--- src/rtl/core/imu_sfd_pkg.sv ---
// Types and constants for the serial IMU frame decoder.
// No dependencies; used by all but the stream interface.
`default_nettype none

package imu_sfd_pkg;

    localparam logic [7:0] HDR_BYTE   = 8'h55;
    localparam logic [7:0] TYPE_FIRST = 8'h50;
    localparam logic [7:0] TYPE_LAST  = 8'h58;

    localparam int unsigned FRAME_BYTES = 9;
    localparam int unsigned WORDS       = 3;
    localparam logic [3:0]  CNT_LAST    = 4'd10;

    localparam logic [3:0] KIND_TIME     = 4'd0;
    localparam logic [3:0] KIND_ACCEL    = 4'd1;
    localparam logic [3:0] KIND_RATE     = 4'd2;
    localparam logic [3:0] KIND_ANGLE    = 4'd3;
    localparam logic [3:0] KIND_MAG      = 4'd4;

    // ceil(49/40 * 2^24): exact for magnitudes up to 2^15
    localparam logic [24:0] ACCEL_RECIP = 25'd20552090;
    localparam int unsigned ACCEL_SHIFT = 24;

    typedef struct packed {
        logic [7:0] rx_byte;
    } rx_item_t;

    typedef struct packed {
        logic [3:0]         frame_kind;
        logic [63:0]        payload;
        logic signed [19:0] scaled_x;
        logic signed [19:0] scaled_y;
        logic signed [19:0] scaled_z;
    } frame_item_t;

    typedef struct packed {
        logic last_byte;
        logic type_ok;
    } asm_status_t;

endpackage

`default_nettype wire

--- src/rtl/core/imu_sfd_scale.sv ---
// Per-kind scaling of one signed 16-bit word, truncated toward zero.
// Depends on imu_sfd_pkg.
`default_nettype none

module imu_sfd_scale (
    input  wire logic [3:0]          kind,
    input  wire logic signed [15:0]  word,
    output logic signed [19:0]       scaled
);

    logic        neg;
    logic [15:0] mag;
    logic [40:0] accel_prod;
    logic [21:0] rate_prod;
    logic [21:0] angle_prod;
    logic [19:0] res_mag;

    assign neg = word[15];
    assign mag = neg ? 16'(-word) : 16'(word);

    assign accel_prod = 41'(mag) * 41'(imu_sfd_pkg::ACCEL_RECIP);
    assign rate_prod  = 22'(mag) * 22'd125;
    assign angle_prod = 22'(mag) * 22'd45;

    always_comb
    begin
        res_mag = 20'd0;
        case (kind)
            imu_sfd_pkg::KIND_ACCEL: res_mag = 20'(accel_prod >> imu_sfd_pkg::ACCEL_SHIFT);
            imu_sfd_pkg::KIND_RATE:  res_mag = 20'(rate_prod >> 3);
            imu_sfd_pkg::KIND_ANGLE: res_mag = 20'(angle_prod >> 5);
            default:                 res_mag = 20'd0;
        endcase
    end

    always_comb
    begin
        if (kind == imu_sfd_pkg::KIND_MAG)
        begin
            scaled = 20'(word);
        end
        else if (neg)
        begin
            scaled = -$signed(res_mag);
        end
        else
        begin
            scaled = $signed(res_mag);
        end
    end

endmodule

`default_nettype wire

--- config.mk ---
export PLATFORM = sky130hd
export DESIGN_NAME = imu_sfd_scale
export DESIGN_NICKNAME = d
export VERILOG_FILES = /design/src/rtl/core/imu_sfd_pkg.sv /design/src/rtl/core/imu_sfd_scale.sv
export SDC_FILE = /design/constraint.sdc
export NUM_CORES = 1
export LEC_CHECK = 0
export BUFFER_PORTS_ARGS = -buffer_cell sky130_fd_sc_hd__clkbuf_2
export CAP_MARGIN = 10
export CORE_ASPECT_RATIO = 1.4
export CORE_MARGIN = 1
export CORE_UTILIZATION = 70
export DETAILED_ROUTE_END_ITERATION = 10
export PLACE_DENSITY = 0.93
export SLEW_MARGIN = 30
export SYNTH_ARGS = -nofsm -noshare
export SYNTH_HDL_FRONTEND = slang
export SYNTH_SLANG_ARGS = --single-unit
--- constraint.sdc ---
create_clock -name vclk -period 27.8
set_input_delay 4.17 -clock vclk [all_inputs]
set_output_delay 4.17 -clock vclk [all_outputs]
set_load 0.01 [all_outputs]
==> results of run 1 <==
[per-stage QoR]
| stage | utilization [%] | cell area (um2) | hold WS, ns | instances | setup slack, ns |
|---|---|---|---|---|---|
| finish | 75.3 | 11800 | 8.67 | 1526 | 9.29 |
| global route | 75.3 | 11800 | 8.70 | 1526 | 8.81 |
| CTS | 75.3 | 11800 | 8.67 | 1526 | 9.48 |
| detailed placement | 75.3 | 11800 | 8.67 | 1526 | 9.53 |
| global placement | 75.3 | 11800 | 8.66 | 1526 | 9.69 |
| floorplan | - | 11300 | 8.45 | 1301 | 10.90 |
[layout make-up]
type               count  share of cell area [%]
repair buffers        53                    2.52
multi-input cells   1018                    87.2
inverters            259                    8.24
well taps            196                    2.08
[synth_stat cells, drive strengths merged, types with 5 or more instances]
library cell | number | area, um2
nand2 | 87 | 327
a21o | 24 | 180
a31oi | 9 | 56.3
nor2 | 41 | 164
ha | 224 | 2800
a211oi | 14 | 110
clkbuf | 21 | 78.8
xnor2 | 47 | 427
xor2 | 24 | 210
and3 | 5 | 31.3
a22oi | 6 | 45.0
a221oi | 5 | 43.8
o31ai | 12 | 90.1
o41ai | 5 | 43.8
nand4 | 26 | 163
mux2i | 10 | 100
o21ai | 66 | 330
or3 | 5 | 36.3
a211o | 6 | 52.6
o22ai | 7 | 43.8
and2 | 8 | 50.1
fa | 179 | 3580
inv | 259 | 972
nor3 | 17 | 85.1
nor4 | 6 | 37.5
nand2b | 13 | 81.3
nand3 | 22 | 110
a21oi | 62 | 322
o21a | 10 | 75.1
o211ai | 12 | 90.1
or2 | 12 | 77.6
[worst max-delay path by stage]
stage | startpoint | end | slack (ns) | depth (start not counted)
finish | word[4] | scaled[18] | 9.29 | 34
global route | word[6] | scaled[14] | 8.81 | 31
CTS | word[4] | scaled[18] | 9.48 | 31
detailed placement | word[4] | scaled[18] | 9.53 | 31
global placement | word[4] | scaled[18] | 9.69 | 34
floorplan | word[6] | scaled[18] | 10.90 | 33
[per-layer routing]
layer	up-vias	part of all wire, %	global-route usage [%]	wire (um)
li1	4482	-	-	-
met4	0	10	35.3	3600
met3	192	7.8	6.46	2680
met5	-	0	0	0
met2	535	48	72.3	16500
met1	4693	34	47.9	11700
[logic make-up after synthesis]
family,after synthesis
buf+inv,283
compound gates,271
simple gates,262
fa+ha+maj,403
mux,11
xor+xnor,71
[worst max-delay path, delay by kind of cell]
family                   cells  cell delay [ns]
adder cells (fa/ha/maj)      7             2.86
XOR/XNOR                     3             0.99
AND/OR/NAND/NOR             11             3.72
AO/OA/AOI/OAI                8             1.83
buffers and inverters        5             0.72
==> results.txt, run 1 <==
- ANT nets after route: 0
- Share of layout cells above drive strength 1: 6.39%
- In this run the tool buffered the top-level ports with 40 buffer cells.
- Count of mapped cells out of synthesis: approximately 1300
- DRC violations left: 0
* Clock buffer instance count of the final layout: 0
- Xor/xnor cell area share of the yosys netlist: 5.62%
* Unrepaired setup endpoints after global routing: no
* GRT Total Usage: a little over two fifths
- Number of max-slew violations in the final report: 0
- NumNets Final: 1755
* Share of the yosys chip area belonging to registers: 0%
- In this design, the critical path's most frequently occurring cell is sky130_fd_sc_hd__ha_1.
- Sequential cell area: 0 um2
* Number of antenna violations at the first check in global routing: 0
- Worst Setup Path Type: primary input to output pin
* Yosys synthesis warning count: 0
- Final GP Congestion: 1.01
- For the worst setup path, the data arrival time is between 10 and 15 ns.
* CP max FO: 9
- Count of standard-cell rows: 54
* CTS-repair resized insts: 0
- Synthesized Nets: 1724
* Launch point of the worst hold path: word[9]
- Initial DRC count: between 800 and 900
- Sequential cell count: 0
- Cells on Worst Hold Path: 4
- Combinational family with the most area after synthesis: adder cells
* Quantity of hold-fixing buffers added after cts: 0
- Critical path data required time: ~24 ns
- Average instance area after synthesis: 8.71 um2
- Crit share post-route: 66.6%
- The worst setup path is launched from a primary input.
* Fmax achieved: ~0.054 GHz
* Footprint of the multi-input gates: roughly 10000 um2
* Final HPWL from detailed placement: ~30000 um
* Post-CTS Repair Setup Buffers: 0
- The via count of the first global-routing pass was about 11000.
- Minimum clock period: about 19 ns
* Total congestion overflow: 0
- Growth of design area from synthesis to finish: 4.21%
- At the pin with the least slew margin, the transition time is between 0.9 and 1 ns.
- Class of the worst hold path: primary input to output pin
- Netlist area before placement: 11300 um2
- Highest-count cells in the layout ignoring fill and taps: sky130_fd_sc_hd__inv_1 (259), sky130_fd_sc_hd__ha_1 (224), sky130_fd_sc_hd__fa_1 (179)
* Leading cell type in the layout, fill and taps excluded: sky130_fd_sc_hd__inv_1
- Detailed routing inserted a total of 9902 vias.
- The number of antenna diodes in the final layout is 0.
- The synthesized netlist devotes ~16% of its cell area to compound gates.
- Ports placed on the boundary: 40
- Netlist cell types: 76
* Delay of the slowest critical-path stage: approximately 0.77 ns
* Slowest cell on crit path: sky130_fd_sc_hd__xor2_1
- The synthesized netlist devotes between 10% and 20% of its cell area to simple gates.
- Dividing the detail-routed via count by the number of cells gives ~6.5.
- Type of element capturing the critical path: output pin
* Final routed wire length divided by cell count: 22.6 um
* Relative slew slack: a little over a third
- Adder-Cell Fraction of Synth Area: a little under three fifths
* Die boundary width: 110 um
- FILL cells: around 1100
* Overall routed net length: between 30000 and 40000 um
- Core outline area: around 16000 um2
- The flow ran to the end, and the final reports show no timing, DRC or antenna violations.
* Proportion of synthesized area in mux cells: less than 1%
- MaxCap Viol Count: 0
* Fin. Hold Viols: 0
* Total die area: between 15000 and 20000 um2
- First-pass GRT wire length: 54400 um
* Final sum of negative setup slack: 0 ns
- Initial Utilization: between 70 and 80%
* Die H: between 150 and 200 um
- Router iterations before antenna repair: 6
- The worst hold path terminates at scaled[9].
- Endpoints failing setup: 0
- Maximum number of pins on one net before global-route repair: 38
Power of run 1 is left out: the tool's default activity adds up to more than one toggle a clock period on the data nets, which glitch-free logic cannot reach.
==> inputs of run 2 (changes only) <==
Settings changed: CORE_UTILIZATION 70 to 61, PLACE_DENSITY 0.93 to 0.86.
Clock period 27.8 ns to 17 ns, I/O delays scaled along.
==> results.txt, run 2 (synthesis gave the netlist of run 1 again) <==
- The count of endpoints failing hold in the final timing report came to 0.
- Maximum number of pins on one net before global-route repair: 38
* Result of the run: completed
- For this run, design rule violations remaining after detail routing come to 0.
- Global routing used a little under two fifths of the available tracks.
* Diodes inserted: 0
- In this run the count of I/O pins placed on the die edge is 40.
* Core outline area: between 15000 and 20000 um2
- Highest-count cells in the layout ignoring fill and taps: sky130_fd_sc_hd__inv_1 (259), sky130_fd_sc_hd__ha_1 (224), sky130_fd_sc_hd__fa_1 (179)
* Relative slew slack: between 30% and 40%
* NumNets Final: approximately 1800
- Total die area: ~19000 um2
- At the end of routability-driven placement, the weighted congestion stood at around 1.1.
- The critical path is of the primary input to output pin type.
- Setup repair after global routing left no endpoint under its margin.
- At the worst endpoint, the arrival time is roughly 13 ns.
- Worst-Margin Slew: about 0.94 ns
* Endpoints failing setup: 0
- Buffers added on ports: 40
* Total number of vias: between 9000 and 10000
* Number of antenna violations at the first check in global routing: 0
- The max-slew violation count is 0.
- Worst path most repeated cell: sky130_fd_sc_hd__ha_1
- In this run the worst hold path is classified as primary input to output pin.
* Type of element capturing the critical path: output pin
* Router iterations before antenna repair: 6
- Dividing the detail-routed via count by the number of cells gives 6.30.
- Cells on Worst Hold Path: 4
- Final sum of negative setup slack: 0 ns
- Buf+Inv Stages, Crit Path: 5
- FILL cells: approximately 1500
- Vias in the first global route: 10300
- On the worst path, the slowest cell contributes a delay of slightly below 0.8 ns.
- The first global-routing pass estimated 53300 um of wire.
- The floorplan has 58 rows.
- Subtracting the final worst setup slack from the clock period gives 15.33 ns.
- The die is ~120 um wide.
- CTS-repair resized insts: 0
* Final HPWL from detailed placement: roughly 29000 um
- For this block, the initial DRC count from the detailed router was a little over 700.
* Overall routed net length: roughly 34000 um
- Measured along the y axis, the die boundary spans 163 um.
- CP max FO: 10
- After detailed routing, the average wire length per cell comes to ~21 um.
* Growth of design area from synthesis to finish: 4.89%
* Quantity of hold-fixing buffers added after cts: 0
- The layout has 0 clock buffers.
- CP startpoint kind: primary input
* Share of layout cells above drive strength 1: under 10%
- Sequential cell area: 0 um2
* Fmax achieved: 0.0653 GHz
* Slowest cell on crit path: sky130_fd_sc_hd__xor2_1
- Crit share post-route: approximately nine tenths
* MaxCap Viol Count: 0
* Leading cell type in the layout, fill and taps excluded: sky130_fd_sc_hd__inv_1
- Family with the most delay on the worst path: simple AND/OR/NAND/NOR gates
* ANT nets after route: 0
- Global routing finished with a remaining overflow of 0.
- Post-CTS timing repair inserted 0 buffers for setup.
- In this run the number of cells on the critical path is 32.
- Critical path data required time: 14.45 ns
- Initial Utilization: 62.7%
* Sequential cell count: 0
run 2: worst min-delay path: cells and delay by family:
kind / cells / cell delay [ns]
buffers and inverters: 2 / 0.23
AND/OR/NAND/NOR: 2 / 0.11
run 2: path summary, 6_finish.rpt:
path / from / to
hold / removal: word[9] / scaled[9]
setup / recovery: word[6] / scaled[18]
run 2: through the flow:
stage | instances | hold WS (ns) | area (um2) | setup WS [ns] | util (%)
4_1_cts | 1572 | 5.43 | 11900 | 1.88 | 65.7
5_1_grt | 1572 | 5.45 | 11900 | 1.04 | 65.8
3_3_place_gp | 1572 | 5.42 | 11900 | 2.20 | 65.7
6_report | 1572 | 5.43 | 11900 | 1.67 | 65.8
2_1_floorplan | 1301 | 5.21 | 11300 | 3.34 | -
3_5_place_dp | 1572 | 5.43 | 11900 | 1.93 | 65.7
run 2: area by class of cell:
cell class,instances,area (um2),share of cell area (%)
Multi-Input combinational cell,1018,10300,86.7
Tap cell,240,300,2.53
Timing Repair Buffer,55,313,2.63
Inverter,259,972,8.18
run 2: metal layers:
metal	global-route usage, %	part of all wire [%]
met3	3.45	5.5
met5	0	0
met1	43.1	36
met4	27.4	9.5
met2	63.3	49
Power of run 2 is left out for the same reason.
==> inputs of run 3 (changes only) <==
Clock period 17 ns to 12.97 ns, I/O delays scaled along.
==> results.txt, run 3 (synthesis gave the netlist of run 1 again) <==
- Router iterations before antenna repair: 6
- Setup violations remaining at the end of the flow were counted as 0.
* Die boundary width: about 120 um
* Result of the run: completed
* Sequential cell area: 0 um2
- Buffers inserted to repair hold after CTS numbered 0.
* Class of the worst hold path: primary input to output pin
- After floorplanning, the core was divided into just under 60 placement rows.
* Worst Setup Slack post-DPL: approximately 0.023 ns
- For this run, design rule violations remaining after detail routing come to 0.
* Sequential cell count: 0
- The count of endpoints failing hold in the final timing report is 0.
- Pin placement for this block handled 40 I/O pins.
- Slowest cell on crit path: sky130_fd_sc_hd__or4_4
* Initial Utilization: roughly 63%
- Among the stages of the critical path, the cell type that occurs most often is sky130_fd_sc_hd__inv_1.
- Leaving out fill and tap cells, the most frequent cell in the layout is sky130_fd_sc_hd__inv_1.
* Worst-Margin Slew: about 0.87 ns
* Diodes inserted: 0
- The first global-routing pass estimated 55100 um of wire.
- Static timing analysis puts the maximum clock frequency at between 0.07 and 0.08 GHz.
* Vias in the first global route: 10500
* Most crowded layer after global routing: met2
- The worst pin sits at a relative slew slack of 41.5%.
* Initial DRC count: between 700 and 800
* Total die area: 19100 um2
* Final sum of negative setup slack: 0 ns
* Overall routed net length: ~35000 um
* Crit share post-route: 98.2%
- The die is about 160 um tall.
- In the layout the commonest cells are sky130_fd_sc_hd__inv_1 (259), sky130_fd_sc_hd__ha_1 (224), sky130_fd_sc_hd__fa_1 (179).
* Post-layout util: 67.7%
- Number of antenna violations at the first check in global routing: 0
* Global routing usage on met1: 43.8%
- For met2 alone, demand over resource in global routing was 67.3%.
- For this run, global-route usage on met3 was measured as under 10%.
* Total number of vias: 9975
* Final GP Congestion: between 1 and 1.5
- The net count of the finished layout is ~1800.
- Dividing the detail-routed wire length by the instance count gives between 20 and 25 um.
* Core outline area: ~18000 um2
- Max-cap violations in this run came to 0.
- Post-route setup slack: about 0.24 ns
- Along the worst path, the maximum fanout reaches 5.
- Unrepaired setup endpoints after global routing: no
- ANT nets after route: 0
* Number of max-slew violations in the final report: 0
* Growth of design area from synthesis to finish: 8.05%
* Critical path data required time: roughly 11 ns
* Maximum number of pins on one net before global-route repair: 25
* Total congestion overflow: 0
- Minimum clock period: between 10 and 15 ns
- Type of element capturing the critical path: output pin
- Worst Setup Path Type: primary input to output pin
* CP startpoint kind: primary input
- Of the cells placed in the final design, the portion with a size suffix greater than 1 is 10.1%.
* Delay of the slowest critical-path stage: slightly above 0.6 ns
* Final HPWL from detailed placement: a little over 30000 um
* Average via count per standard cell: between 6 and 7
* GRT Total Usage: between 30% and 40%
* Clock buffer instance count of the final layout: 0
* Buffers added on ports: 40
- For the worst setup path, the data arrival time is approximately 11 ns.
[run 3: worst paths after layout]
check	to	slack [ns]	depth (start not counted)	startpoint
setup / recovery	scaled[18]	0.24	33	word[4]
hold / removal	scaled[9]	4.22	4	word[9]
[run 3: final cells by class]
cell class / count / area, um2
repair buffers: 93 / 611
multi-input cells: 1018 / 10400
fillers: 1478 / 5830
inverters: 259 / 972
well taps: 240 / 300
[run 3: timing repair]
action / in CTS / in global routing
buffers inserted: 0 / 4
pin swaps: 0 / 4
gates resized for setup: 1 / 14
endpoints found under the setup margin: 1 / 10
[run 3: worst max-delay path: cells and delay by family]
| kind | cells | cell delay [ns] |
|---|---|---|
| buffers and inverters | 9 | 0.95 |
| adders and majority gates | 7 | 3.10 |
| xor gates and xnor gates | 1 | 0.20 |
| and+or+nand+nor | 11 | 3.34 |
| AOI/OAI and AO/OA | 4 | 1.04 |
| muxes | 1 | 0.21 |
[run 3: through the flow]
| stage | hold slack [ns] | area, um2 | std cells |
|---|---|---|---|
| floorplan | 4.00 | 11300 | 1301 |
| global placement | 4.22 | 12100 | 1606 |
| detailed placement | 4.22 | 12100 | 1606 |
| CTS | 4.22 | 12100 | 1606 |
| global route | 4.25 | 12200 | 1610 |
| finish | 4.22 | 12200 | 1610 |
[run 3: per-layer routing]
metal / wire [um] / vias to the layer above
li1: - / 4566
met1: 12500 / 4822
met2: 17400 / 447
met3: 1910 / 140
met4: 3030 / 0
met5: 0 / -
Power of run 3 is left out for the same reason.
