$ cat src/rtl/core/imu_sfd_pkg.sv
// Types and constants for the serial IMU frame decoder.
// No dependencies; used by all but the stream interface.
`default_nettype none

package imu_sfd_pkg;

    localparam logic [7:0] HDR_BYTE   = 8'h55;
    localparam logic [7:0] TYPE_FIRST = 8'h50;
    localparam logic [7:0] TYPE_LAST  = 8'h58;

    localparam int unsigned FRAME_BYTES = 9;
    localparam int unsigned WORDS       = 3;
    localparam logic [3:0]  CNT_LAST    = 4'd10;

    localparam logic [3:0] KIND_TIME     = 4'd0;
    localparam logic [3:0] KIND_ACCEL    = 4'd1;
    localparam logic [3:0] KIND_RATE     = 4'd2;
    localparam logic [3:0] KIND_ANGLE    = 4'd3;
    localparam logic [3:0] KIND_MAG      = 4'd4;

    // ceil(49/40 * 2^24): exact for magnitudes up to 2^15
    localparam logic [24:0] ACCEL_RECIP = 25'd20552090;
    localparam int unsigned ACCEL_SHIFT = 24;

    typedef struct packed {
        logic [7:0] rx_byte;
    } rx_item_t;

    typedef struct packed {
        logic [3:0]         frame_kind;
        logic [63:0]        payload;
        logic signed [19:0] scaled_x;
        logic signed [19:0] scaled_y;
        logic signed [19:0] scaled_z;
    } frame_item_t;

    typedef struct packed {
        logic last_byte;
        logic type_ok;
    } asm_status_t;

endpackage

`default_nettype wire

$ cat src/rtl/core/imu_sfd_assembler.sv
// Header sync, byte counter and frame byte store.
// Depends on imu_sfd_pkg.
`default_nettype none

module imu_sfd_assembler (
    input  wire logic                      clk,
    input  wire logic                      rst_n,
    input  wire logic                      take,
    input  wire logic [7:0]                rx_byte,
    output imu_sfd_pkg::asm_status_t       status,
    output logic [3:0]                     kind,
    output logic [63:0]                    payload,
    output logic signed [15:0]             words [imu_sfd_pkg::WORDS]
);

    logic [3:0] count_reg;
    logic [3:0] count_next;
    logic [3:0] cnt_eff;
    logic       wr_en;
    logic [3:0] wr_idx;
    logic [7:0] frame_reg [imu_sfd_pkg::FRAME_BYTES];

    // counts above the last byte cannot arise; treat as idle
    assign cnt_eff = (count_reg > imu_sfd_pkg::CNT_LAST) ? 4'd0 : count_reg;

    always_comb
    begin
        count_next = count_reg;
        wr_en      = 1'b0;
        wr_idx     = cnt_eff - 4'd1;
        if (take)
        begin
            if (cnt_eff == 4'd0)
            begin
                count_next = (rx_byte == imu_sfd_pkg::HDR_BYTE) ? 4'd1 : 4'd0;
            end
            else if (cnt_eff < imu_sfd_pkg::CNT_LAST)
            begin
                wr_en      = 1'b1;
                count_next = cnt_eff + 4'd1;
            end
            else
            begin
                count_next = 4'd0;
            end
        end
    end

    always_ff @(posedge clk or negedge rst_n)
    begin
        if (!rst_n)
        begin
            count_reg <= 4'd0;
        end
        else
        begin
            count_reg <= count_next;
        end
    end

    always_ff @(posedge clk)
    begin
        for (int i = 0; i < imu_sfd_pkg::FRAME_BYTES; i++)
        begin
            if (wr_en && (wr_idx == 4'(i)))
            begin
                frame_reg[i] <= rx_byte;
            end
        end
    end

    assign status.last_byte = (cnt_eff == imu_sfd_pkg::CNT_LAST);
    assign status.type_ok   = frame_reg[0] inside
                              {[imu_sfd_pkg::TYPE_FIRST:imu_sfd_pkg::TYPE_LAST]};

    assign kind = 4'(frame_reg[0] - imu_sfd_pkg::TYPE_FIRST);

    always_comb
    begin
        for (int i = 0; i < 8; i++)
        begin
            payload[8*i +: 8] = frame_reg[i + 1];
        end
        for (int k = 0; k < imu_sfd_pkg::WORDS; k++)
        begin
            words[k] = {frame_reg[2*k + 2], frame_reg[2*k + 1]};
        end
    end

endmodule

`default_nettype wire

$ cat config.mk
export PLATFORM = sky130hd
export DESIGN_NAME = imu_sfd_assembler
export DESIGN_NICKNAME = d
export VERILOG_FILES = /design/src/rtl/core/imu_sfd_pkg.sv /design/src/rtl/core/imu_sfd_assembler.sv
export SDC_FILE = /design/constraint.sdc
export NUM_CORES = 1
export LEC_CHECK = 0
export BUFFER_PORTS_ARGS = -buffer_cell sky130_fd_sc_hd__buf_2
export CORE_ASPECT_RATIO = 1.2
export CORE_MARGIN = 4
export CORE_UTILIZATION = 52
export DETAILED_ROUTE_END_ITERATION = 8
export PLACE_DENSITY = 0.85
export SLEW_MARGIN = 40
export SYNTH_ARGS = -nofsm -noshare
export SYNTH_HDL_FRONTEND = slang
export SYNTH_SLANG_ARGS = --single-unit
$ cat constraint.sdc
create_clock -name clk -period 3.7 [get_ports clk]
set_input_delay 0.37 -clock clk [delete_from_list [all_inputs] [get_ports clk]]
set_output_delay 0.37 -clock clk [all_outputs]
set_load 0.05 [all_outputs]
==> results of run 1 <==
worst max path at each step:
stage	end	cells after the start	slack [ns]
2_1_floorplan	frame_reg[8][0]	8	1.27
3_3_place_gp	frame_reg[8][4]	6	1.14
3_5_place_dp	frame_reg[8][4]	6	1.05
4_1_cts	frame_reg[8][2]	6	1.02
5_1_grt	frame_reg[4][3]	6	0.74
6_report	frame_reg[4][4]	6	1.00
metal layers:
metal / part of all wire / vias to the layer above
li1: - / 836
met2: 0.53 / 103
met3: 0.083 / 14
met1: 0.36 / 869
met4: 0.022 / 0
met5: 0 / -
synthesized netlist by cell type, drive strengths merged, types with 2 or more instances:
library cell  instances
nand2                 8
nor2                  5
inv                   4
and2                  6
nand2b                4
buf                  58
o21ai                 8
nand3                 3
or3                   2
and3                  2
a21oi                 2
edfxtp               72
ha                    4
nor3                  3
dfrtp                 4
power by group through the flow:
stage	Combinational, mW	Sequential [mW]	Clock (mW)
floorplan	0.625	1.34	0
global placement	0.854	1.19	0
detailed placement	0.863	1.19	0
CTS	0.868	1.17	0.758
global route	0.932	1.19	0.795
finish	0.880	1.18	0.752
placed cells by master, fill, tap and decap left out, drive strengths merged, types with 2 or more instances in the layout:
master	synthesis	layout
inv	4	6
edfxtp	72	72
and2	6	6
clkinvlp	0	2
nor2	5	5
or3	2	2
ha	4	4
and3	2	2
nand3	3	3
clkbuf	1	9
nand2	8	8
a21oi	2	2
dfrtp	4	4
bufinv	0	3
o21ai	8	8
buf	58	128
nor3	3	3
nand2b	4	4
worst max-delay path, cell delays in order, from the launching register on:
cell     delay [ns]
dfrtp_1        0.70
o21ai_0        0.17
nand2_1        0.19
ha_1           0.44
nor4b_2        0.28
o21a_1         0.20
and2_1         0.38
through the flow:
stage | std cells | power, mW | worst slack, ns
floorplan | 202 | 1.97 | 1.27
global placement | 351 | 2.04 | 1.14
detailed placement | 351 | 2.06 | 1.05
CTS | 368 | 2.80 | 1.02
global route | 368 | 2.92 | 0.739
finish | 368 | 2.81 | 1.00
timing repair:
action | 4_1_cts | 5_1_grt
buffers inserted | 0 | 0
endpoints found under the hold margin | 4 | 0
hold buffers | 1 | 0
area by class of cell:
cell class                 count  area (um2)
sequential                    76        2260
multi-input combinational     63         443
clock buffer                   9         124
fill                         433        2060
timing repair buffer         129         651
inverter                       4        15.0
tap                           80         100
clock inverter                 7         123
logic make-up (layout without fill, tap and decap cells):
family	after synthesis	count (layout)	synth area share
compound gates	17	17	0.0356
xor+xnor	1	1	0.00277
fa+ha+maj	4	4	0.0158
buf+inv	63	149	0.147
flops	76	76	0.716
mux	2	2	0.00673
simple gates	39	39	0.0764
==> impl_metrics.csv, run 1 <==
group,metric,value,unit
global_route,grtUsageMet2,0.310,
sta,holdWs,0.350,ns
sta,finalSetupViolations,0,
setup_path,rr_worst_depth,6,
routing,vias,1822,
placement,place_congestion,0.859,
synth,synthesis.nets,217,
synth,synth_top_area_frac,0.684,
power_and_ir_drop,power_frac_clock,0.268,
clock_network,clock_sinks,76,
power_and_ir_drop,p_leak,1.50,nW
floorplan,initial_utilization,0.547,
synth,synth-seq-cells,76,
outcome,status,"completed",
synth,netlist_area,3160,um2
global_route,grt_pass1_wl,9110,um
global_route,met3_usage,0.0530,
synth,synthTopCellsByArea,"edfxtp_1, buf_4, dfrtp_1, ha_1, and2_1",
synth,yosysSeqAreaShare,0.716,
clock_network,cts_buffer_depth,2,
setup_path,end_kind,"flop",
global_route,grt_usage,0.172,
clock_network,cts_resized,0,
final_layout,drive_gt1_frac,0.524,
synth,synth-edff-count,72,
power_and_ir_drop,pwr-share-comb,0.313,
power_and_ir_drop,internal_power,1.73,mW
sta,tightest_slew,0.555,ns
synth,syn_area_per_cell,15.6,um2
setup_path,critical_path_class,"flop to flop",
clock_network,root_buffer,"clkbuf_8",
synth,ys.flop_type,"edfxtp_1",
power_and_ir_drop,p_sw_frac,0.382,
power_and_ir_drop,ir_worst_vdd,366,uV
final_layout,utilization,0.643,
placement,placed_cell_area,3450,um2
clock_network,numCtsBuffers,9,
floorplan,fp.dieW,79.2,um
routing,wl_per_cell,17.2,um
setup_path,r2r_start,"count_reg[3]",
floorplan,ios,129,
routing,firstDrtPassIters,4,
setup_path,cp_max_fo,17,
setup_path,cp.required,3.71,ns
sta,rsz0062_at_grt,"false",
synth,yosysTopAreaCell,"edfxtp_1",
sta,fin_skew,0.00868,ns
min_path,worstHoldPathType,"input pin to async pin",
clock_network,cts_tree,"built",
global_route,grt_max_degree,18,
setup_path,rrSetupSlack,1.00,ns
setup_path,critPathLaunch,"count_reg[3]",
synth,ys.warnings.count,0,
routing,ant_nets,0,
sta,finalCritPeriodShare,0.729,
power_and_ir_drop,power_frac_seq,0.419,
routing,drc,0,
synth,ys_types,38,
sta,fmax,371,MHz
global_route,grt_pass1_vias,1688,
clock_network,insertion_delay,0.35,ns
sta,hold_violations,0,
power_and_ir_drop,switching_power,1.07,mW
floorplan,core,5780,um2
setup_path,arrival,2.70,ns
global_route,grt_util_met1,0.176,
setup_path,r2r_end,"frame_reg[4][4]",
synth,synth-async-reset-ratio,0.0526,
final_layout,final_area,3720,um2
sta,slew_headroom,0.630,
clock_network,clkTransAtPathRegs,0.07,ns
floorplan,std_cell_rows,30,
synth,synthCells,202,
placement,numPortBuffers,128,
setup_path,start_kind,"flop",
placement,dp_hpwl,4500,um
global_route,gr-total-overflow,0,
final_layout,largest_reg_flops,72,
floorplan,die_area,7390,um2
routing,wirelength,6350,um
routing,viasPerCell,4.95,
final_layout,syn2layout_area_growth,17.6,%
flow_run,maxCapViolations,0,
clock_network,htreeDepth,3,
global_route,busiest_layer,"met2",
sta,fin_setup_tns,0,ns
final_layout,layout.nets,298,
floorplan,die-height,93.4,um
routing,drtIter0Drc,93,
sta,drv_slew,0,
final_layout,antenna_cells,0,
power_and_ir_drop,powerDensity,755,nW/um2
global_route,antenna_found_initial,0,
sta,fin_crit,2.70,ns
(Power assumes the default switching activity.)
==> run 2, diff against run 1 <==
--- a/config.mk
+++ b/config.mk
@@ -8,9 +8,9 @@
 export BUFFER_PORTS_ARGS = -buffer_cell sky130_fd_sc_hd__buf_2
 export CORE_ASPECT_RATIO = 1.2
 export CORE_MARGIN = 4
-export CORE_UTILIZATION = 52
+export CORE_UTILIZATION = 48
 export DETAILED_ROUTE_END_ITERATION = 8
-export PLACE_DENSITY = 0.85
+export PLACE_DENSITY = 0.8
 export SLEW_MARGIN = 40
 export SYNTH_ARGS = -nofsm -noshare
 export SYNTH_HDL_FRONTEND = slang
==> constraint.sdc (replaced) <==
create_clock -name clk -period 2.6 [get_ports clk]
set_input_delay 0.26 -clock clk [delete_from_list [all_inputs] [get_ports clk]]
set_output_delay 0.26 -clock clk [all_outputs]
set_load 0.05 [all_outputs]
==> impl_metrics.csv, run 2 (synthesis gave the netlist of run 1 again) <==
group,metric,value,unit
outcome,status,"completed",
sta,tightest_slew,0.361,ns
routing,drtIter0Drc,113,
global_route,antenna_found_initial,0,
power_and_ir_drop,power.total,3.84,mW
global_route,grt_max_degree,16,
flow_run,maxCapViolations,0,
power_and_ir_drop,p_leak,1.51,nW
routing,ant_nets,0,
clock_network,clock_sinks,76,
clock_network,root_buffer,"clkbuf_8",
final_layout,fill_cells,509,
setup_path,start_kind,"flop",
final_layout,regArea,2260,um2
power_and_ir_drop,power_frac_clock,0.233,
final_layout,drive_gt1_frac,0.532,
final_layout,syn2layout_area_growth,17.5,%
power_and_ir_drop,p_sw_frac,0.396,
placement,numPortBuffers,128,
sta,fin_skew,0.00651,ns
floorplan,ios,129,
placement,place_ws,0.375,ns
power_and_ir_drop,switching_power,1.52,mW
clock_network,cts_resized,0,
setup_path,r2r_start,"count_reg[0]",
setup_path,cp_max_fo,12,
setup_path,cp.required,2.61,ns
global_route,grt_usage,0.153,
sta,finalSetupViolations,0,
setup_path,cp_slowest_cell,"ha_1",
sta,timing.final.ws_setup,0.344,ns
sta,fin_crit,2.26,ns
sta,finalCritPeriodShare,0.868,
power_and_ir_drop,pwr-share-comb,0.352,
final_layout,multi_input_area,434,um2
setup_path,arrival,2.27,ns
sta,fmax,443,MHz
final_layout,fin_cells,378,
floorplan,core,6410,um2
global_route,gr-total-overflow,0,
min_path,worstHoldPathType,"input pin to async pin",
power_and_ir_drop,ir_worst_vdd,404,uV
routing,vias,1810,
floorplan,fp.dieW,82.1,um
final_layout,final_area,3710,um2
floorplan,initial_utilization,0.493,
final_layout,final_cell_mix,"buf_2, edfxtp_1, clkbuf_8",
final_layout,largest_reg_flops,72,
setup_path,critPathMaxStageDelay,0.39,ns
power_and_ir_drop,powerDensity,1030,nW/um2
sta,holdWs,0.243,ns
final_layout,utilization,0.579,
final_layout,antenna_cells,0,
setup_path,end_kind,"flop",
global_route,grt_pass1_vias,1621,
routing,wl_per_cell,15.8,um
clock_network,cts_tree,"built",
sta,slew_headroom,0.756,
clock_network,htreeDepth,3,
setup_path,r2r_end,"frame_reg[7][5]",
power_and_ir_drop,internal_power,2.32,mW
final_layout,final_common_cell,"buf_2",
clock_network,clkTransAtPathRegs,0.08,ns
sta,rsz0062_at_grt,"false",
floorplan,die-height,96.9,um
clock_network,numCtsBuffers,9,
placement,dp_cells,361,
floorplan,die_area,7950,um2
final_layout,layout.nets,303,
setup_path,rrSetupSlack,0.34,ns
setup_path,critical_path_class,"flop to flop",
global_route,grt_pass1_wl,8650,um
clock_network,insertion_delay,0.34,ns
placement,place_congestion,0.817,
routing,drc,0,
placement,placed_cell_area,3500,um2
routing,firstDrtPassIters,5,
sta,drv_slew,0,
floorplan,std_cell_rows,32,
setup_path,rr_worst_depth,6,
clock_network,cts_buffer_depth,2,
placement,dp_hpwl,4370,um
routing,wirelength,5990,um
setup_path,cp_cell_sequence,"buf_4 > nand2_1 > ha_1 > nor4b_2 > o21a_1 > and3_1",
routing,viasPerCell,4.79,
sta,hold_violations,0,
power_and_ir_drop,power_frac_seq,0.416,
sta,fin_setup_tns,0,ns
==> run 2: changes by cell type in the layout (fill, tap and decap cells not counted) <==
cell | before | now
buf_4 | 0 | 5
bufinv_16 | 3 | 1
clkinv_4 | 0 | 1
inv_8 | 0 | 1
nor4_2 | 0 | 1
nor4_4 | 1 | 0
==> run 2: worst max path at each step <==
| stage | start | to | cells past startpoint |
|---|---|---|---|
| global route | count_reg[2] | frame_reg[4][2] | 6 |
| global placement | count_reg[0] | frame_reg[4][5] | 6 |
| detailed placement | count_reg[0] | frame_reg[4][0] | 6 |
| finish | count_reg[0] | frame_reg[7][5] | 6 |
| CTS | count_reg[0] | frame_reg[6][6] | 6 |
| floorplan | count_reg[2] | frame_reg[8][0] | 8 |
==> run 2: what timing repair did <==
item                      CTS  global route
hold buffers                1             0
hold endpoints to repair    4             0
buffers inserted            0             0
==> run 2: cell type report <==
type                       count  share of cell area
sequential                    76               0.609
inverter                       4             0.00404
clock inverter                 7              0.0222
clock buffer                   9              0.0334
multi-input combinational     63               0.117
tap                           85              0.0286
timing repair buffer         134               0.185
==> run 2: critical path: cells and delay by family (launching register included) <==
family          cells  cell delay, ns
compound gates      1            0.20
fa+ha+maj           1            0.39
buf+inv             1            0.18
flops               1            0.38
simple gates        3            0.77
==> run 2: routing by layer <==
layer	vias to the layer above	track usage	share of wire
li1	843	-	-
met1	859	0.168	0.37
met2	93	0.247	0.52
met3	15	0.0568	0.086
met4	0	0.0870	0.026
met5	-	0	0
==> run 2: power by group through the flow <==
stage | registers (mW) | clock network, mW | logic (mW)
6_report | 1.59 | 0.893 | 1.35
5_1_grt | 1.61 | 0.977 | 1.43
4_1_cts | 1.60 | 0.909 | 1.35
3_5_place_dp | 1.62 | 0 | 1.34
3_3_place_gp | 1.62 | 0 | 1.33
2_1_floorplan | 1.91 | 0 | 0.889
==> run 3, diff against run 2 <==
--- a/config.mk
+++ b/config.mk
@@ -5,12 +5,13 @@
 export SDC_FILE = /design/constraint.sdc
 export NUM_CORES = 1
 export LEC_CHECK = 0
+export ABC_AREA = 1
 export BUFFER_PORTS_ARGS = -buffer_cell sky130_fd_sc_hd__buf_2
 export CORE_ASPECT_RATIO = 1.2
 export CORE_MARGIN = 4
-export CORE_UTILIZATION = 48
+export CORE_UTILIZATION = 47
 export DETAILED_ROUTE_END_ITERATION = 8
-export PLACE_DENSITY = 0.8
+export PLACE_DENSITY = 0.79
 export SLEW_MARGIN = 40
 export SYNTH_ARGS = -nofsm -noshare
 export SYNTH_HDL_FRONTEND = slang
==> impl_metrics.csv, run 3 <==
group,metric,value,unit
routing,wl_per_cell,15.3,um
final_layout,final_area,3670,um2
floorplan,std_cell_rows,31,
clock_network,clock_sinks,76,
synth,yosysTopAreaCell,"edfxtp_1",
setup_path,critPathMaxStageDelay,0.44,ns
placement,place_congestion,0.993,
synth,netlist_area,3050,um2
sta,finalSetupViolations,0,
setup_path,cp.depth,15,
setup_path,end_kind,"flop",
clock_network,cts_buffer_depth,2,
clock_network,numCtsBuffers,9,
power_and_ir_drop,p_leak,1.60,nW
sta,fin_skew,0.0137,ns
synth,yosysSeqAreaShare,0.742,
global_route,antenna_found_initial,0,
sta,timing.final.ws_setup,0.290,ns
setup_path,r2r_start,"count_reg[2]",
setup_path,cp_slowest_cell,"dfrtp_1",
setup_path,start_kind,"flop",
synth,synth.most_common_cell,"edfxtp_1",
global_route,grt_pass1_vias,1643,
power_and_ir_drop,ir_worst_vdd,251,uV
routing,drc,0,
global_route,grt_max_degree,14,
synth,synth_top_area_frac,0.709,
synth,syn_area_per_cell,14.6,um2
clock_network,post-cts-setup-buffers,0,
clock_network,insertion_delay,0.33,ns
setup_path,rr_worst_depth,15,
floorplan,ios,129,
final_layout,largest_reg_flops,72,
floorplan,fp.dieW,81.5,um
setup_path,rrSetupSlack,0.29,ns
setup_path,critPathLaunch,"count_reg[2]",
synth,ys.warnings.count,0,
floorplan,initial_utilization,0.494,
power_and_ir_drop,power.total,2.47,mW
flow_run,maxCapViolations,0,
placement,dp_hpwl,4490,um
sta,fin_crit,2.31,ns
synth,synth-seq-cells,76,
setup_path,critPathTopFamily,"simple AND/OR/NAND/NOR gates",
final_layout,drive_gt1_frac,0.521,
synth,ys_types,21,
setup_path,cp_max_fo,8,
sta,tightest_slew,0.348,ns
placement,place_ws,0.252,ns
final_layout,final_cell_mix,"buf_2, edfxtp_1, nand2_1",
clock_network,clkTransAtPathRegs,0.08,ns
sta,hold_violations,0,
setup_path,cp.required,2.64,ns
global_route,grt_usage,0.158,
sta,fmax,433,MHz
floorplan,die_area,7850,um2
synth,ys.flop_type,"edfxtp_1",
power_and_ir_drop,powerDensity,673,nW/um2
routing,viasPerCell,4.61,
sta,slew_headroom,0.766,
global_route,grt_pass1_wl,8670,um
placement,numPortBuffers,128,
routing,ant_nets,0,
sta,drv_slew,0,
routing,drtIter0Drc,109,
floorplan,die-height,96.2,um
setup_path,critical_path_class,"flop to flop",
setup_path,r2r_end,"frame_reg[3][0]",
floorplan,core,6170,um2
clock_network,htreeDepth,3,
sta,rsz0062_at_grt,"false",
outcome,status,"completed",
setup_path,endpoint,"frame_reg[3][0]",
final_layout,regArea,2260,um2
setup_path,arrival,2.35,ns
setup_path,cp_cell_sequence,"inv_2 > nand2_1 > nand2_1 > inv_1 > nor2_2 > inv_1 > ha_1 > inv_1 > a21oi_1 > nand2_1 > nand3_2 > inv_4 > nand2_1 > nor2_1 > buf_4",
final_layout,layout.nets,321,
sta,fin_setup_tns,0,ns
routing,vias,1811,
routing,wirelength,6010,um
synth,synthTopCellsByCount,"edfxtp_1, buf_4, nand2_1",
synth,synthCells,209,
synth,synth-edff-count,72,
final_layout,fill_cells,473,
clock_network,root_buffer,"clkbuf_8",
final_layout,syn2layout_area_growth,20.4,%
placement,placed_cell_area,3470,um2
synth,synthesis.nets,224,
sta,finalCritPeriodShare,0.888,
setup_path,crit_path_frequent_cell,"nand2_1",
synth,synthTopCellsByArea,"edfxtp_1, buf_4, dfrtp_1, nand2_1, nor2_1",
global_route,gr-total-overflow,0,
final_layout,multi_input_area,329,um2
final_layout,final_common_cell,"buf_2",
routing,firstDrtPassIters,4,
synth,synth-async-reset-ratio,0.0526,
min_path,worstHoldPathType,"input pin to flop",
clock_network,cts_tree,"built",
setup_path,cp_num_buf_inv,6,
final_layout,antenna_cells,0,
[run 3: changes by cell type after synthesis, moves of 4 or more]
cell and delta:
inv_1 +12, nand2_1 +12, nor2_1 +12, and2_1 -6, o21ai_1 -4
[run 3: area by class of cell]
class / count / share of cell area
flip-flops and latches: 76 / 0.616
repair buffers: 138 / 0.196
clock buffers: 10 / 0.0348
inverters: 18 / 0.0191
multi-input cells: 63 / 0.0896
well taps: 82 / 0.0279
clock inverters: 6 / 0.0170
[run 3: worst register-to-register path, cell delays in order (launching register included)]
cell	delay, ns
dfrtp_1	0.44
inv_2	0.11
nand2_1	0.06
nand2_1	0.08
inv_1	0.05
nor2_2	0.15
inv_1	0.09
ha_1	0.22
inv_1	0.07
a21oi_1	0.05
nand2_1	0.12
nand3_2	0.11
inv_4	0.11
nand2_1	0.09
nor2_1	0.10
buf_4	0.17
[run 3: what timing repair did]
item                       CTS  global route
setup endpoints to repair    0            24
hold endpoints to repair     4             0
gates resized for setup      0             1
hold buffers                 1             0
[run 3: logic make-up after synthesis]
logic type               Yosys count  share of synthesized area
AND/OR/NAND/NOR                   51                     0.0751
AO/OA/AOI/OAI                      7                     0.0127
XOR/XNOR                           1                    0.00287
buffers and inverters             70                      0.151
flip-flops                        76                      0.742
adder cells (fa/ha/maj)            4                     0.0164
[run 3: worst min path at each step]
stage	startpoint	slack (ns)	end	depth (start not counted)
2_1_floorplan	rst_n	-0.04	count_reg[0]	0
3_3_place_gp	rst_n	0.07	count_reg[1]	1
3_5_place_dp	rst_n	0.07	count_reg[2]	1
4_1_cts	take	0.18	count_reg[2]	2
5_1_grt	take	0.20	count_reg[2]	2
6_report	take	0.21	count_reg[2]	2
[run 3: power by group]
group	switching [mW]	internal, mW
Clock	0.398	0.444
Combinational	0.187	0.0734
Sequential	0.0120	1.36
[run 3: metal layers]
layer | global-route usage | part of all wire
met1 | 0.169 | 0.36
met2 | 0.285 | 0.53
met3 | 0.0468 | 0.095
met4 | 0.0676 | 0.0073
met5 | 0 | 0
[run 3: per-stage QoR]
step | hold slack [ns] | cells | utilization
6_report | 0.205 | 393 | 0.595
3_3_place_gp | 0.0662 | 376 | 0.563
3_5_place_dp | 0.0697 | 376 | 0.563
5_1_grt | 0.205 | 393 | 0.595
2_1_floorplan | -0.0356 | 209 | -
4_1_cts | 0.180 | 393 | 0.595
